`src/ucdc_pkg.sv`:
```
// ----------------------------------------------------------------------------
// ucdc_pkg
// Shared types and constants for the USB CDC descriptor scanner.
// ----------------------------------------------------------------------------
package ucdc_pkg;

    localparam logic [7:0]  DESC_TYPE_INTERFACE = 8'h04;
    localparam logic [7:0]  DESC_TYPE_ENDPOINT  = 8'h05;
    localparam logic [7:0]  CLASS_COMM          = 8'h02;
    localparam logic [7:0]  CLASS_DATA          = 8'h0A;
    localparam logic [7:0]  EP_DIR_IN_MASK      = 8'h80;
    localparam logic [1:0]  XFER_BULK           = 2'b10;
    localparam logic [7:0]  IFACE_NONE          = 8'hFF;
    localparam logic [7:0]  EP_NONE             = 8'h00;
    localparam logic [15:0] DEFAULT_MPS         = 16'd64;
    localparam logic [7:0]  MIN_DESC_LEN        = 8'd2;
    localparam logic [7:0]  MIN_IFACE_LEN       = 8'd9;
    localparam logic [7:0]  MIN_EP_LEN          = 8'd7;
    localparam logic [15:0] POS_TOTAL_LO        = 16'd2;
    localparam logic [15:0] POS_TOTAL_HI        = 16'd3;
    localparam logic [15:0] POS_MAX             = 16'hFFFF;

    typedef struct packed {
        logic        ready_res;
        logic [7:0]  comm_interface;
        logic [7:0]  data_interface;
        logic [7:0]  in_endpoint;
        logic [15:0] in_max_packet;
        logic [7:0]  out_endpoint;
        logic [15:0] out_max_packet;
    } t_result;

endpackage

```
`src/ucdc_parser.sv`:
```
// ----------------------------------------------------------------------------
// ucdc_parser
// Per-byte descriptor walker: tracks descriptor boundaries, captures fields,
// records comm/data interfaces and bulk endpoints, builds the result.
// ----------------------------------------------------------------------------
module ucdc_parser (
    input  logic              i_clk,
    input  logic              i_rst_n,
    input  logic              i_take,
    input  logic [7:0]        i_data_byte,
    input  logic              i_last_byte,
    output logic              o_result_valid,
    output ucdc_pkg::t_result o_result
);
    import ucdc_pkg::*;

    logic [15:0] r_pos,       n_pos;
    logic [15:0] r_total,     n_total;
    logic [7:0]  r_offset,    n_offset;
    logic [7:0]  r_len,       n_len;
    logic [7:0]  r_type,      n_type;
    logic [7:0]  r_cap [4],   n_cap [4];
    logic        r_halted,    n_halted;
    logic [7:0]  r_cur_iface, n_cur_iface;
    logic [7:0]  r_cur_class, n_cur_class;
    logic [7:0]  r_comm,      n_comm;
    logic [7:0]  r_data,      n_data;
    logic [7:0]  r_in_addr,   n_in_addr;
    logic [15:0] r_in_mps,    n_in_mps;
    logic [7:0]  r_out_addr,  n_out_addr;
    logic [15:0] r_out_mps,   n_out_mps;
    t_result     result;

    always_comb begin
        n_pos       = r_pos;
        n_total     = r_total;
        n_offset    = r_offset;
        n_len       = r_len;
        n_type      = r_type;
        n_cap       = r_cap;
        n_halted    = r_halted;
        n_cur_iface = r_cur_iface;
        n_cur_class = r_cur_class;
        n_comm      = r_comm;
        n_data      = r_data;
        n_in_addr   = r_in_addr;
        n_in_mps    = r_in_mps;
        n_out_addr  = r_out_addr;
        n_out_mps   = r_out_mps;
        result      = '0;

        if (i_take) begin
            if (r_pos == POS_TOTAL_LO) begin
                n_total = {r_total[15:8], i_data_byte};
            end else if (r_pos == POS_TOTAL_HI) begin
                n_total = {i_data_byte, r_total[7:0]};
            end

            if (!r_halted) begin
                if (r_offset == 8'd0) begin
                    n_len = i_data_byte;
                    if (i_data_byte < MIN_DESC_LEN) begin
                        n_halted = 1'b1;
                    end else begin
                        n_offset = 8'd1;
                    end
                end else begin
                    if (r_offset == 8'd1) begin
                        n_type = i_data_byte;
                    end else if (r_offset <= 8'd5) begin
                        // bytes 2..5 of a descriptor land in slots 0..3
                        n_cap[r_offset[1:0] - 2'd2] = i_data_byte;
                    end

                    if ({1'b0, r_offset} + 9'd1 == {1'b0, r_len}) begin
                        n_offset = 8'd0;
                        // descriptors ending before byte 3 skip the total check
                        if (r_pos >= POS_TOTAL_HI) begin
                            if ({1'b0, r_pos} + 17'd1 > {1'b0, n_total}) begin
                                n_halted = 1'b1;
                            end else begin
                                if (n_type == DESC_TYPE_INTERFACE &&
                                    r_len >= MIN_IFACE_LEN) begin
                                    n_cur_iface = n_cap[0];
                                    n_cur_class = n_cap[3];
                                    if (n_cap[3] == CLASS_COMM && r_comm == IFACE_NONE) begin
                                        n_comm = n_cap[0];
                                    end
                                    if (n_cap[3] == CLASS_DATA && r_data == IFACE_NONE) begin
                                        n_data = n_cap[0];
                                    end
                                end else if (n_type == DESC_TYPE_ENDPOINT &&
                                             r_len >= MIN_EP_LEN &&
                                             r_cur_class == CLASS_DATA &&
                                             n_cap[1][1:0] == XFER_BULK) begin
                                    if ((n_cap[0] & EP_DIR_IN_MASK) != 8'd0) begin
                                        n_in_addr = n_cap[0];
                                        n_in_mps  = {n_cap[3], n_cap[2]};
                                    end else begin
                                        n_out_addr = n_cap[0];
                                        n_out_mps  = {n_cap[3], n_cap[2]};
                                    end
                                end
                                if ({1'b0, r_pos} + 17'd1 == {1'b0, n_total}) begin
                                    n_halted = 1'b1;
                                end
                            end
                        end
                    end else begin
                        n_offset = r_offset + 8'd1;
                    end
                end
            end

            if (r_pos != POS_MAX) begin
                n_pos = r_pos + 16'd1;
            end

            if (i_last_byte) begin
                result.ready_res      = (n_data != IFACE_NONE) && (n_in_addr != EP_NONE) &&
                                        (n_out_addr != EP_NONE);
                result.comm_interface = n_comm;
                result.data_interface = n_data;
                result.in_endpoint    = n_in_addr;
                result.in_max_packet  = n_in_mps;
                result.out_endpoint   = n_out_addr;
                result.out_max_packet = n_out_mps;

                // start clean for the next descriptor set
                n_pos       = '0;
                n_total     = '0;
                n_offset    = '0;
                n_len       = '0;
                n_type      = '0;
                n_cap       = '{default: 8'd0};
                n_halted    = 1'b0;
                n_cur_iface = IFACE_NONE;
                n_cur_class = '0;
                n_comm      = IFACE_NONE;
                n_data      = IFACE_NONE;
                n_in_addr   = EP_NONE;
                n_in_mps    = DEFAULT_MPS;
                n_out_addr  = EP_NONE;
                n_out_mps   = DEFAULT_MPS;
            end
        end
    end

    always_ff @(posedge i_clk) begin
        if (!i_rst_n) begin
            r_pos       <= '0;
            r_total     <= '0;
            r_offset    <= '0;
            r_len       <= '0;
            r_type      <= '0;
            r_cap       <= '{default: 8'd0};
            r_halted    <= 1'b0;
            r_cur_iface <= IFACE_NONE;
            r_cur_class <= '0;
            r_comm      <= IFACE_NONE;
            r_data      <= IFACE_NONE;
            r_in_addr   <= EP_NONE;
            r_in_mps    <= DEFAULT_MPS;
            r_out_addr  <= EP_NONE;
            r_out_mps   <= DEFAULT_MPS;
        end else begin
            r_pos       <= n_pos;
            r_total     <= n_total;
            r_offset    <= n_offset;
            r_len       <= n_len;
            r_type      <= n_type;
            r_cap       <= n_cap;
            r_halted    <= n_halted;
            r_cur_iface <= n_cur_iface;
            r_cur_class <= n_cur_class;
            r_comm      <= n_comm;
            r_data      <= n_data;
            r_in_addr   <= n_in_addr;
            r_in_mps    <= n_in_mps;
            r_out_addr  <= n_out_addr;
            r_out_mps   <= n_out_mps;
        end
    end

    assign o_result_valid = i_take && i_last_byte;
    assign o_result       = result;

    // inside a descriptor the offset always stays below its length
    a_offset_in_desc: assert property (@(posedge i_clk) disable iff (!i_rst_n)
        r_offset != 8'd0 |-> (r_len >= MIN_DESC_LEN && r_offset < r_len))
        else $error("descriptor offset outside descriptor");

    // a halted walk never sits mid-descriptor
    a_halt_at_boundary: assert property (@(posedge i_clk) disable iff (!i_rst_n)
        r_halted |-> r_offset == 8'd0)
        else $error("halted inside a descriptor");

    // the last byte leaves the walker in its reset state
    a_clear_after_last: assert property (@(posedge i_clk) disable iff (!i_rst_n)
        (i_take && i_last_byte) |=> (r_pos == 16'd0 && !r_halted &&
                                     r_comm == IFACE_NONE && r_data == IFACE_NONE))
        else $error("state not cleared after last byte");

    // the data interface, once found, is never replaced within a set
    a_data_sticky: assert property (@(posedge i_clk) disable iff (!i_rst_n)
        (r_data != IFACE_NONE && !(i_take && i_last_byte)) |=> $stable(r_data))
        else $error("data interface overwritten");

endmodule

```
`src/ucdc_out_reg.sv`:
```
// ----------------------------------------------------------------------------
// ucdc_out_reg
// Result register holding one transaction until the consumer takes it.
// ----------------------------------------------------------------------------
module ucdc_out_reg (
    input  logic              i_clk,
    input  logic              i_rst_n,
    input  logic              i_load,
    input  ucdc_pkg::t_result i_result,
    input  logic              i_stall,
    output logic              o_valid,
    output logic              o_free,
    output ucdc_pkg::t_result o_result
);
    import ucdc_pkg::*;

    logic    r_valid;
    t_result r_result;

    // free when empty or being taken this cycle
    assign o_free = !r_valid || !i_stall;

    always_ff @(posedge i_clk) begin
        if (!i_rst_n) begin
            r_valid <= 1'b0;
        end else begin
            r_valid <= i_load || (r_valid && i_stall);
        end
    end

    always_ff @(posedge i_clk) begin
        if (i_load) begin
            r_result <= i_result;
        end
    end

    assign o_valid  = r_valid;
    assign o_result = r_result;

endmodule

```
`src/usb_cdc_descriptor_scanner_top.sv`:
```
// ----------------------------------------------------------------------------
// usb_cdc_descriptor_scanner_top
// Scans a USB configuration descriptor set for the CDC comm/data interfaces
// and the bulk IN/OUT endpoints of the data interface.
// ----------------------------------------------------------------------------
// One descriptor byte is taken per clock. A byte passes through an input
// register and is folded into the walker state once it is accepted. The byte
// marked last produces one result transaction, which is offered from the
// cycle after acceptance and is held in an output register until taken.
// Non-final bytes never wait. A final byte waits in the input register only
// while the previous result is still stalled at the output, and the input
// stalls only for that time. After each result all state is back at reset.
// ----------------------------------------------------------------------------
module usb_cdc_descriptor_scanner_top (
    input  logic        i_clk,
    input  logic        i_rst_n,
    input  logic        i_in_valid,
    output logic        o_in_stall,
    input  logic [7:0]  i_data_byte,
    input  logic        i_last_byte,
    output logic        o_out_valid,
    input  logic        i_out_stall,
    output logic        o_ready_res,
    output logic [7:0]  o_comm_interface,
    output logic [7:0]  o_data_interface,
    output logic [7:0]  o_in_endpoint,
    output logic [15:0] o_in_max_packet,
    output logic [7:0]  o_out_endpoint,
    output logic [15:0] o_out_max_packet
);
    import ucdc_pkg::*;

    logic       r_in_valid;
    logic [7:0] r_in_byte;
    logic       r_in_last;
    logic       out_free;
    logic       advance;
    logic       res_valid;
    t_result    res;
    t_result    out_res;

    // a non-final byte always advances; a final one needs the output slot
    assign advance    = r_in_valid && (!r_in_last || out_free);
    assign o_in_stall = r_in_valid && !advance;

    always_ff @(posedge i_clk) begin
        if (!i_rst_n) begin
            r_in_valid <= 1'b0;
        end else if (!o_in_stall) begin
            r_in_valid <= i_in_valid;
        end
    end

    always_ff @(posedge i_clk) begin
        if (i_in_valid && !o_in_stall) begin
            r_in_byte <= i_data_byte;
            r_in_last <= i_last_byte;
        end
    end

    ucdc_parser u_parser (
        .i_clk          (i_clk),
        .i_rst_n        (i_rst_n),
        .i_take         (advance),
        .i_data_byte    (r_in_byte),
        .i_last_byte    (r_in_last),
        .o_result_valid (res_valid),
        .o_result       (res)
    );

    ucdc_out_reg u_out_reg (
        .i_clk    (i_clk),
        .i_rst_n  (i_rst_n),
        .i_load   (res_valid),
        .i_result (res),
        .i_stall  (i_out_stall),
        .o_valid  (o_out_valid),
        .o_free   (out_free),
        .o_result (out_res)
    );

    assign o_ready_res      = out_res.ready_res;
    assign o_comm_interface = out_res.comm_interface;
    assign o_data_interface = out_res.data_interface;
    assign o_in_endpoint    = out_res.in_endpoint;
    assign o_in_max_packet  = out_res.in_max_packet;
    assign o_out_endpoint   = out_res.out_endpoint;
    assign o_out_max_packet = out_res.out_max_packet;

endmodule
```
`config.mk`:
```
export PLATFORM = sky130hd
export DESIGN_NAME = usb_cdc_descriptor_scanner_top
export DESIGN_NICKNAME = d
export VERILOG_FILES = /design/src/ucdc_pkg.sv /design/src/ucdc_parser.sv /design/src/ucdc_out_reg.sv /design/src/usb_cdc_descriptor_scanner_top.sv
export SDC_FILE = /design/constraint.sdc
export NUM_CORES = 1
export LEC_CHECK = 0
export BUFFER_PORTS_ARGS = -buffer_cell sky130_fd_sc_hd__buf_2
export CAP_MARGIN = 5
export CORE_ASPECT_RATIO = 0.5
export CORE_UTILIZATION = 35
export DETAILED_ROUTE_END_ITERATION = 6
export GPL_ROUTABILITY_DRIVEN = 0
export PLACE_DENSITY_LB_ADDON = 0.12
export RECOVER_POWER = 25
export SETUP_SLACK_MARGIN = 0.02
export SLEW_MARGIN = 5
export SYNTH_ARGS = -nofsm -noshare
export SYNTH_HDL_FRONTEND = slang
export SYNTH_SLANG_ARGS = --single-unit
```
`constraint.sdc`:
```
create_clock -name i_clk -period 4.37 [get_ports i_clk]
set_clock_uncertainty 0.1 [all_clocks]
set_input_delay 1.0925 -clock i_clk [delete_from_list [all_inputs] [get_ports i_clk]]
set_output_delay 1.0925 -clock i_clk [all_outputs]
set_load 0.01 [all_outputs]
```
==> results of run 1 <==
[synthesized netlist by cell type (all sizes together) (3+ instances only)]
| cell | n |
|---|---|
| dfxtp | 157 |
| nor2 | 154 |
| nand2 | 111 |
| a21oi | 75 |
| edfxtp | 74 |
| clkbuf | 48 |
| mux2i | 48 |
| a22oi | 47 |
| o21ai | 36 |
| nand3 | 34 |
| a22o | 28 |
| buf | 27 |
| nor4 | 27 |
| nand4 | 23 |
| ha | 22 |
| nor3 | 22 |
| inv | 20 |
| mux2 | 20 |
| a21o | 14 |
| o2bb2ai | 13 |
| xnor2 | 12 |
| and2 | 11 |
| a32oi | 10 |
| xor2 | 10 |
| a211oi | 9 |
| and3 | 9 |
| nor2b | 8 |
| or3 | 7 |
| a31oi | 6 |
| and4 | 6 |
| nor4b | 6 |
| o21a | 6 |
| or4 | 6 |
| nand2b | 4 |
| o211a | 4 |
| nor3b | 3 |
| o21bai | 3 |
| or4b | 3 |
[report_power, final]
group | internal [mW] | switching, mW | leakage [nW] | total [mW]
combinational | 0.0660 | 0.170 | 2.34 | 0.236
sequential | 2.22 | 0.0176 | 2.06 | 2.24
clock | 1.09 | 0.887 | 0.361 | 1.98
[through the flow]
step | setup WS [ps] | area [um^2] | utilization (%) | hold WS (ps) | cells
floorplan | 232 | 11100 | - | 332 | 1142
global placement | -89.0 | 12100 | 39.4 | 345 | 1625
detailed placement | -75.8 | 12100 | 39.4 | 349 | 1625
CTS | 19.1 | 12800 | 41.9 | 370 | 1670
global route | 7.36 | 13000 | 42.3 | 379 | 1678
finish | 160 | 13000 | 42.3 | 364 | 1678
[critical path: stages, from the launching register on]
cell	delay, ps
dfxtp_1	340
nor4_4	330
and4_4	280
nor3b_2	150
buf_4	190
buf_4	140
mux2i_1	90
ha_1	410
nand4_1	110
nor4_1	290
buf_4	190
o211a_4	180
o2111ai_4	160
buf_4	200
nor4_4	270
buf_6	180
mux2i_4	250
nor2_1	80
[how the worst min path moves through the flow]
| stage | to | slack [ps] | depth (start not counted) |
|---|---|---|---|
| finish | u_parser.r_in_mps[15] | 360 | 1 |
| global route | u_parser.r_in_mps[2] | 380 | 1 |
| CTS | u_parser.r_in_mps[1] | 370 | 1 |
| detailed placement | u_parser.r_in_mps[1] | 350 | 1 |
| global placement | u_parser.r_in_mps[15] | 350 | 1 |
| floorplan | u_parser.r_in_mps[0] | 330 | 1 |
[per-layer routing]
| layer | vias up | track usage, % |
|---|---|---|
| li1 | 4386 | - |
| met1 | 4446 | 28.4 |
| met2 | 219 | 31.0 |
| met3 | 41 | 3.13 |
| met4 | 0 | 4.92 |
| met5 | - | 0 |
[repair_timing]
item	4_1_cts	5_1_grt
endpoints found under the setup margin	45	137
gates cloned	1	2
setup buffers	0	6
resized for setup	3	23
pin swaps	1	5
[layout make-up]
cell class,count,area [um^2]
clock buffer,35,682
clock inverter,9,60.1
fill,3060,17700
inverter,20,75.1
multi-input combinational,817,5380
sequential,231,5370
tap,423,529
timing repair buffer,143,900
[cell families (layout without fill, tap and decap cells)]
group / Yosys count / in the layout / synth area share [%]
xor+xnor: 22 / 22 / 1.74
buf+inv: 95 / 207 / 4.11
compound gates: 263 / 263 / 16.7
simple gates: 441 / 442 / 20.0
mux: 68 / 68 / 6.45
flops: 231 / 231 / 48.5
fa+ha+maj: 22 / 22 / 2.49
[state kept, by name (all words and copies together) (netlist names), 16 cells and up]
register and count:
u_out_reg.o_result 65, u_parser.r_out_mps 16, u_parser.r_pos 16, u_parser.r_in_mps 16, u_parser.r_total 16, u_parser.r_cap 26
==> results.ini, run 1 <==
[layout]
fin_nets = 1272
area_growth_pct = 17.5
drive_gt1_share_pct = 15.3
mostFrequentLayoutCells = dfxtp_1, nor2_1, nand2_1, edfxtp_1, a21oi_1
final_common_cell = dfxtp_1
num_antenna_cells = 0

[sta]
finalSetupTns_ps = 0
slew_headroom_pct = 6.61
rsz0062_at_grt = no
timing.fmax_ghz = 0.238
period_minus_slack_ps = 4210
hold_violations = 0
setup_viol = 0
period_share_pct = 96.3
worst_pin_slew_ps = 1400
slew_viol_final = 0

[pwr]
ir_drop_mv = 0.230
p_total_mw = 4.45
pwr_density_cell_mw_per_mm2 = 343
leakage_nw = 4.76

[grt]
grt_util_all_layers_pct = 19.8
grt_pass1_vias = 8788
grt_max_degree = 64
grt_pass1_wl_um = 50300
grt_overflow = 0
antenna_found_initial = 0

[critical_path]
critPathMaxFanout = 7
path_class = reg2reg
reg2reg_from = u_parser.r_pos[11]
crit_end = u_out_reg.o_result[43]
crit_start = u_parser.r_pos[11]
crit_arrival_ps = 4380
worst-r2r-cell-count = 17
r2r-end = u_out_reg.o_result[43]
reg2reg_slack_ps = 160
crit_path_start_kind = flop
cp.required_ps = 4540
endpoint_kind = flop

[hold_path]
hp-class = reg2reg
holdCritStartpoint = u_parser.r_in_mps[15]

[floorplanning]
die_area_mm2 = 0.0323
fp.coreArea_mm2 = 0.0307
die_h_um = 128
num_io_pins = 80
chipWidth_um = 253
rows = 45
initial_utilization_pct = 36.0

[clock_tree]
clkTransAtPathRegs_ps = 60
clock_path_buffers = 3
clock-sinks = 231
cts_buffers = 24
clock_latency_ps = 550
holdBufCountCts = 0
htree_levels = 1
cts_tree = yes
root_buffer = clkbuf_16

[detailed_routing]
wire_per_inst_um = 19.4
drt-initial-drc-count = 683
drtAntennaViolNets = 0
dr_total_vias = 9092
met1Wirelength_um = 16200
viasPerCell = 5.42
first_pass_iters = 5
top_layer_used = met4
drc = 0
route.met2.wl_um = 14200
met3_length_um = 1460
finalWirelength_um = 32500

[logic_synthesis]
synth-seq-cells = 231
yosys.area.top_type = dfxtp_1
synth_top_area_share_pct = 28.4
syn-mean-instance-area_um2 = 9.68
synth.area.top_cells = dfxtp_1, edfxtp_1, nor2_1
synthArstFlopShare_pct = 0
synth_area_mm2 = 0.0111
ys_seq_area_share_pct = 48.5
synth-edff-count = 74
postSynthCellCount = 1142
synth_top_flop_cell = dfxtp_1
synth.distinct_cells = 73
synth_warnings = 0
synth_nets = 1177

[run_status]
status = finished clean

[placement]
port_buffers = 79
dpl.hpwl_um = 21900

[job]
drv_cap = 0

Note: power is estimated with default switching activity, not from simulation.
==> inputs of run 2 (changes only) <==
--- a/config.mk
+++ b/config.mk
@@ -5,6 +5,7 @@
 export SDC_FILE = /design/constraint.sdc
 export NUM_CORES = 1
 export LEC_CHECK = 0
+export ABC_AREA = 1
 export BUFFER_PORTS_ARGS = -buffer_cell sky130_fd_sc_hd__buf_2
 export CAP_MARGIN = 5
 export CORE_ASPECT_RATIO = 0.5
==> results.ini, run 2 <==
[pwr]
pwr_density_cell_mw_per_mm2 = 362  ; was 343 mW/mm^2
p_sw_mw = 1.30  ; was 1.07 mW
p_clk_share_pct = 42.1  ; was 44.3%
p_total_mw = 4.81  ; was 4.45 mW
leakage_nw = 5.32  ; was 4.76 nW
p_seq_share_pct = 48.0  ; was 50.4%
ir_drop_mv = 0.235  ; was 0.230 mV
switching_share_pct = 26.9  ; was 24.1%
intPower_mw = 3.51  ; was 3.38 mW
combPwrFrac_pct = 10.0  ; was 5.3%

[detailed_routing]
wire_per_inst_um = 16.0  ; was 19.4 um
viasPerCell = 4.97  ; was 5.42
drc = 0  ; unchanged
first_pass_iters = 7  ; was 5
drt-initial-drc-count = 753  ; was 683
finalWirelength_um = 33600  ; was 32500 um
drtAntennaViolNets = 0  ; unchanged
dr_total_vias = 10400  ; was 9092

[logic_synthesis]
synth.distinct_cells = 47  ; was 73
synth.area.top_cells = dfxtp_1, edfxtp_1, nand2_1  ; was dfxtp_1, edfxtp_1, nor2_1
synth_nets = 1614  ; was 1177
ys_seq_area_share_pct = 45.7  ; was 48.5%
synth-edff-count = 74  ; unchanged
synth.most_common_cell = nand2_1  ; was dfxtp_1
synth_top_flop_cell = dfxtp_1  ; unchanged
synth_warnings = 0  ; unchanged
synthArstFlopShare_pct = 0  ; unchanged
synth_commonest_cells = nand2_1, nor2_1, inv_1, dfxtp_1, a21oi_1  ; was dfxtp_1, nor2_1, nand2_1, a21oi_1, edfxtp_1
postSynthCellCount = 1579  ; was 1142
synth_top_area_share_pct = 26.7  ; was 28.4%
synth_area_mm2 = 0.0118  ; was 0.0111 mm^2
synth-seq-cells = 231  ; unchanged
yosys.area.top_type = dfxtp_1  ; unchanged
syn-mean-instance-area_um2 = 7.44  ; was 9.68 um^2

[sta]
setup_viol = 0  ; unchanged
timing.fmax_ghz = 0.254  ; was 0.238 GHz
timing.final.ws_setup_ps = 438  ; was 160 ps
worst_pin_slew_ps = 2380  ; was 1400 ps
hold_violations = 0  ; unchanged
period_minus_slack_ps = 3930  ; was 4210 ps
slew_viol_final = 65  ; was 0
slew_headroom_pct = -58.7  ; was 6.61%
period_share_pct = 90.0  ; was 96.3%
finalSetupTns_ps = 0  ; unchanged
rsz0062_at_grt = no  ; unchanged
whs_ps = 360  ; was 364 ps

[clock_tree]
cts_tree = yes  ; unchanged
clkTransAtPathRegs_ps = 60  ; about the same
clock_path_buffers = 3  ; unchanged
clock_latency_ps = 550  ; about the same
holdBufCountCts = 0  ; unchanged
cts_buffers = 24  ; unchanged
htree_levels = 1  ; unchanged
postCtsSetupBuffers = 0  ; unchanged
root_buffer = clkbuf_16  ; unchanged
cts_resized = 0  ; was 3
clock-sinks = 231  ; unchanged

[critical_path]
reg2reg_from = u_parser.r_pos[0]  ; was u_parser.r_pos[11]
critPathMaxFanout = 27  ; was 7
path_depth = 22  ; was 17
crit_family = simple AND/OR/NAND/NOR gates  ; unchanged
path_cells = inv_1 > nor2_1 > nand3_1 > nor3_2 > nand3_1 > nor2_1 > nand3_1 > nor2_1 > xor2_1 > ha_1 > inv_1 > o211ai_1 > nor2_1 > nand3_1 > nand2_4 > buf_4 > nand3_4 > clkinv_8 > nand2_1 > o21a_2 > inv_1 > nor2_1  ; was nor4_4 > and4_4 > nor3b_2 > buf_4 > buf_4 > mux2i_1 > ha_1 > nand4_1 > nor4_1 > buf_4 > o211a_4 > o2111ai_4 > buf_4 > nor4_4 > buf_6 > mux2i_4 > nor2_1
reg2reg_slack_ps = 440  ; was 160 ps
crit_top_cell = nor2_1  ; was buf_4
cp.required_ps = 4550  ; was 4540 ps
slowest_stage = dfxtp_1  ; was ha_1
crit_path_start_kind = flop  ; unchanged
worst-r2r-cell-count = 22  ; was 17
cp_num_buf_inv = 5  ; unchanged
path_class = reg2reg  ; unchanged
critPathMaxStageDelay_ps = 390  ; was 410 ps
crit_arrival_ps = 4110  ; was 4380 ps
endpoint_kind = flop  ; unchanged
r2r-end = u_out_reg.o_result[8]  ; was u_out_reg.o_result[43]

[floorplanning]
die_h_um = 132  ; was 128 um
chipWidth_um = 261  ; was 253 um
fp.coreArea_mm2 = 0.0330  ; was 0.0307 mm^2
die_area_mm2 = 0.0344  ; was 0.0323 mm^2
initial_utilization_pct = 35.6  ; was 36.0%
num_io_pins = 80  ; unchanged
rows = 47  ; was 45

[placement]
dpl.hpwl_um = 22900  ; was 21900 um
dp.cells = 2050  ; was 1625
port_buffers = 79  ; unchanged
dp_slack_ps = 225  ; was -75.8 ps

[run_status]
violations = max-capacitance violations, max-slew violations
status = finished with violations  ; was finished clean

[grt]
grt_max_degree = 80  ; was 64
grt_pass1_wl_um = 53200  ; was 50300 um
grt_pass1_vias = 9674  ; was 8788
grt_overflow = 0  ; unchanged
antenna_found_initial = 0  ; unchanged
grt_util_all_layers_pct = 19.6  ; was 19.8%

[layout]
final_cell_count_no_fill = 2094  ; was 1678
mostFrequentLayoutCells = nand2_1, nor2_1, inv_1, dfxtp_1, a21oi_1  ; was dfxtp_1, nor2_1, nand2_1, edfxtp_1, a21oi_1
largest_register_ffs = 65  ; unchanged
seq_area_mm2 = 0.00537  ; about the same
final_common_cell = nand2_1  ; was dfxtp_1
fin_nets = 1670  ; was 1272
drive_gt1_share_pct = 9.98  ; was 15.3%
n_fill_cell = 3445  ; was 3060
num_antenna_cells = 0  ; unchanged
multi_input_area_mm2 = 0.00537  ; was 0.00538 mm^2
area_growth_pct = 13.2  ; was 17.5%

[hold_path]
hp-class = reg2reg  ; unchanged
holdPathStages = 2  ; was 1
holdCritStartpoint = u_parser.r_cur_class[5]  ; was u_parser.r_in_mps[15]
holdPathEnd = u_parser.r_cur_class[5]  ; was u_parser.r_in_mps[15]

[job]
drv_cap = 1  ; was 0

==> run 2: cell types whose count changed in the layout (fill, tap and decap cells not counted), sizes merged, moves of 20 or more <==
cell,change
a21oi,+73
a22oi,-47
nor4,-24
nand2,+294
mux2,-20
a22o,-28
mux2i,-47
inv,+172
nand3,+49
nor2,+53
o21ai,+66
buf,-41
==> run 2: worst max path at each step <==
| stage | slack, ps | from | to |
|---|---|---|---|
| floorplan | 630 | i_out_stall | u_parser.r_offset[0] |
| global placement | 430 | u_parser.r_pos[2] | u_out_reg.o_result[7] |
| detailed placement | 220 | u_parser.r_pos[2] | u_out_reg.o_result[7] |
| CTS | 220 | u_parser.r_pos[2] | u_out_reg.o_result[9] |
| global route | 50 | u_parser.r_pos[2] | u_out_reg.o_result[64] |
| finish | 440 | u_parser.r_pos[0] | u_out_reg.o_result[8] |
==> run 2: per-stage QoR <==
| step | utilization, % | cell area (um^2) |
|---|---|---|
| 2_1_floorplan | - | 11800 |
| 3_3_place_gp | 38.1 | 12600 |
| 3_5_place_dp | 38.1 | 12600 |
| 4_1_cts | 40.4 | 13300 |
| 5_1_grt | 40.2 | 13300 |
| 6_report | 40.2 | 13300 |
==> run 2: power by group through the flow <==
stage | combinational [mW] | sequential, mW | clock (mW)
after CTS | 0.479 | 2.31 | 2.09
after floorplan | 0.310 | 2.34 | 0
after detailed placement | 0.478 | 2.35 | 0
final | 0.479 | 2.31 | 2.02
after global routing | 0.528 | 2.31 | 2.17
after global placement | 0.473 | 2.35 | 0
==> run 2: kinds of logic after synthesis <==
family / after synthesis / share of synthesized area (%)
xor+xnor: 16 / 1.19
compound gates: 293 / 13.9
fa+ha+maj: 22 / 2.34
buf+inv: 266 / 9.10
simple gates: 750 / 27.7
flops: 231 / 45.7
mux: 1 / 0.0852
==> run 2: layout make-up <==
| type | count | share of cell area (%) |
|---|---|---|
| clock inverter | 8 | 0.555 |
| inverter | 196 | 5.63 |
| sequential | 231 | 40.3 |
| multi-input combinational | 1082 | 40.3 |
| tap | 441 | 4.15 |
| clock buffer | 36 | 5.11 |
| timing repair buffer | 100 | 3.89 |
==> run 2: worst reg2reg max path: stages (launching register included) <==
cell	delay, ps
dfxtp_1	390
inv_1	90
nor2_1	160
nand3_1	140
nor3_2	180
nand3_1	150
nor2_1	190
nand3_1	140
nor2_1	140
xor2_1	220
ha_1	290
inv_1	70
o211ai_1	100
nor2_1	120
nand3_1	150
nand2_4	160
buf_4	220
nand3_4	160
clkinv_8	180
nand2_1	80
o21a_2	150
inv_1	50
nor2_1	30
==> run 2: per-layer routing <==
layer | track usage [%] | share of wire, %
met1 | 28.5 | 49
met2 | 29.8 | 43
met3 | 3.45 | 6.1
met4 | 4.43 | 2.1
met5 | 0 | 0
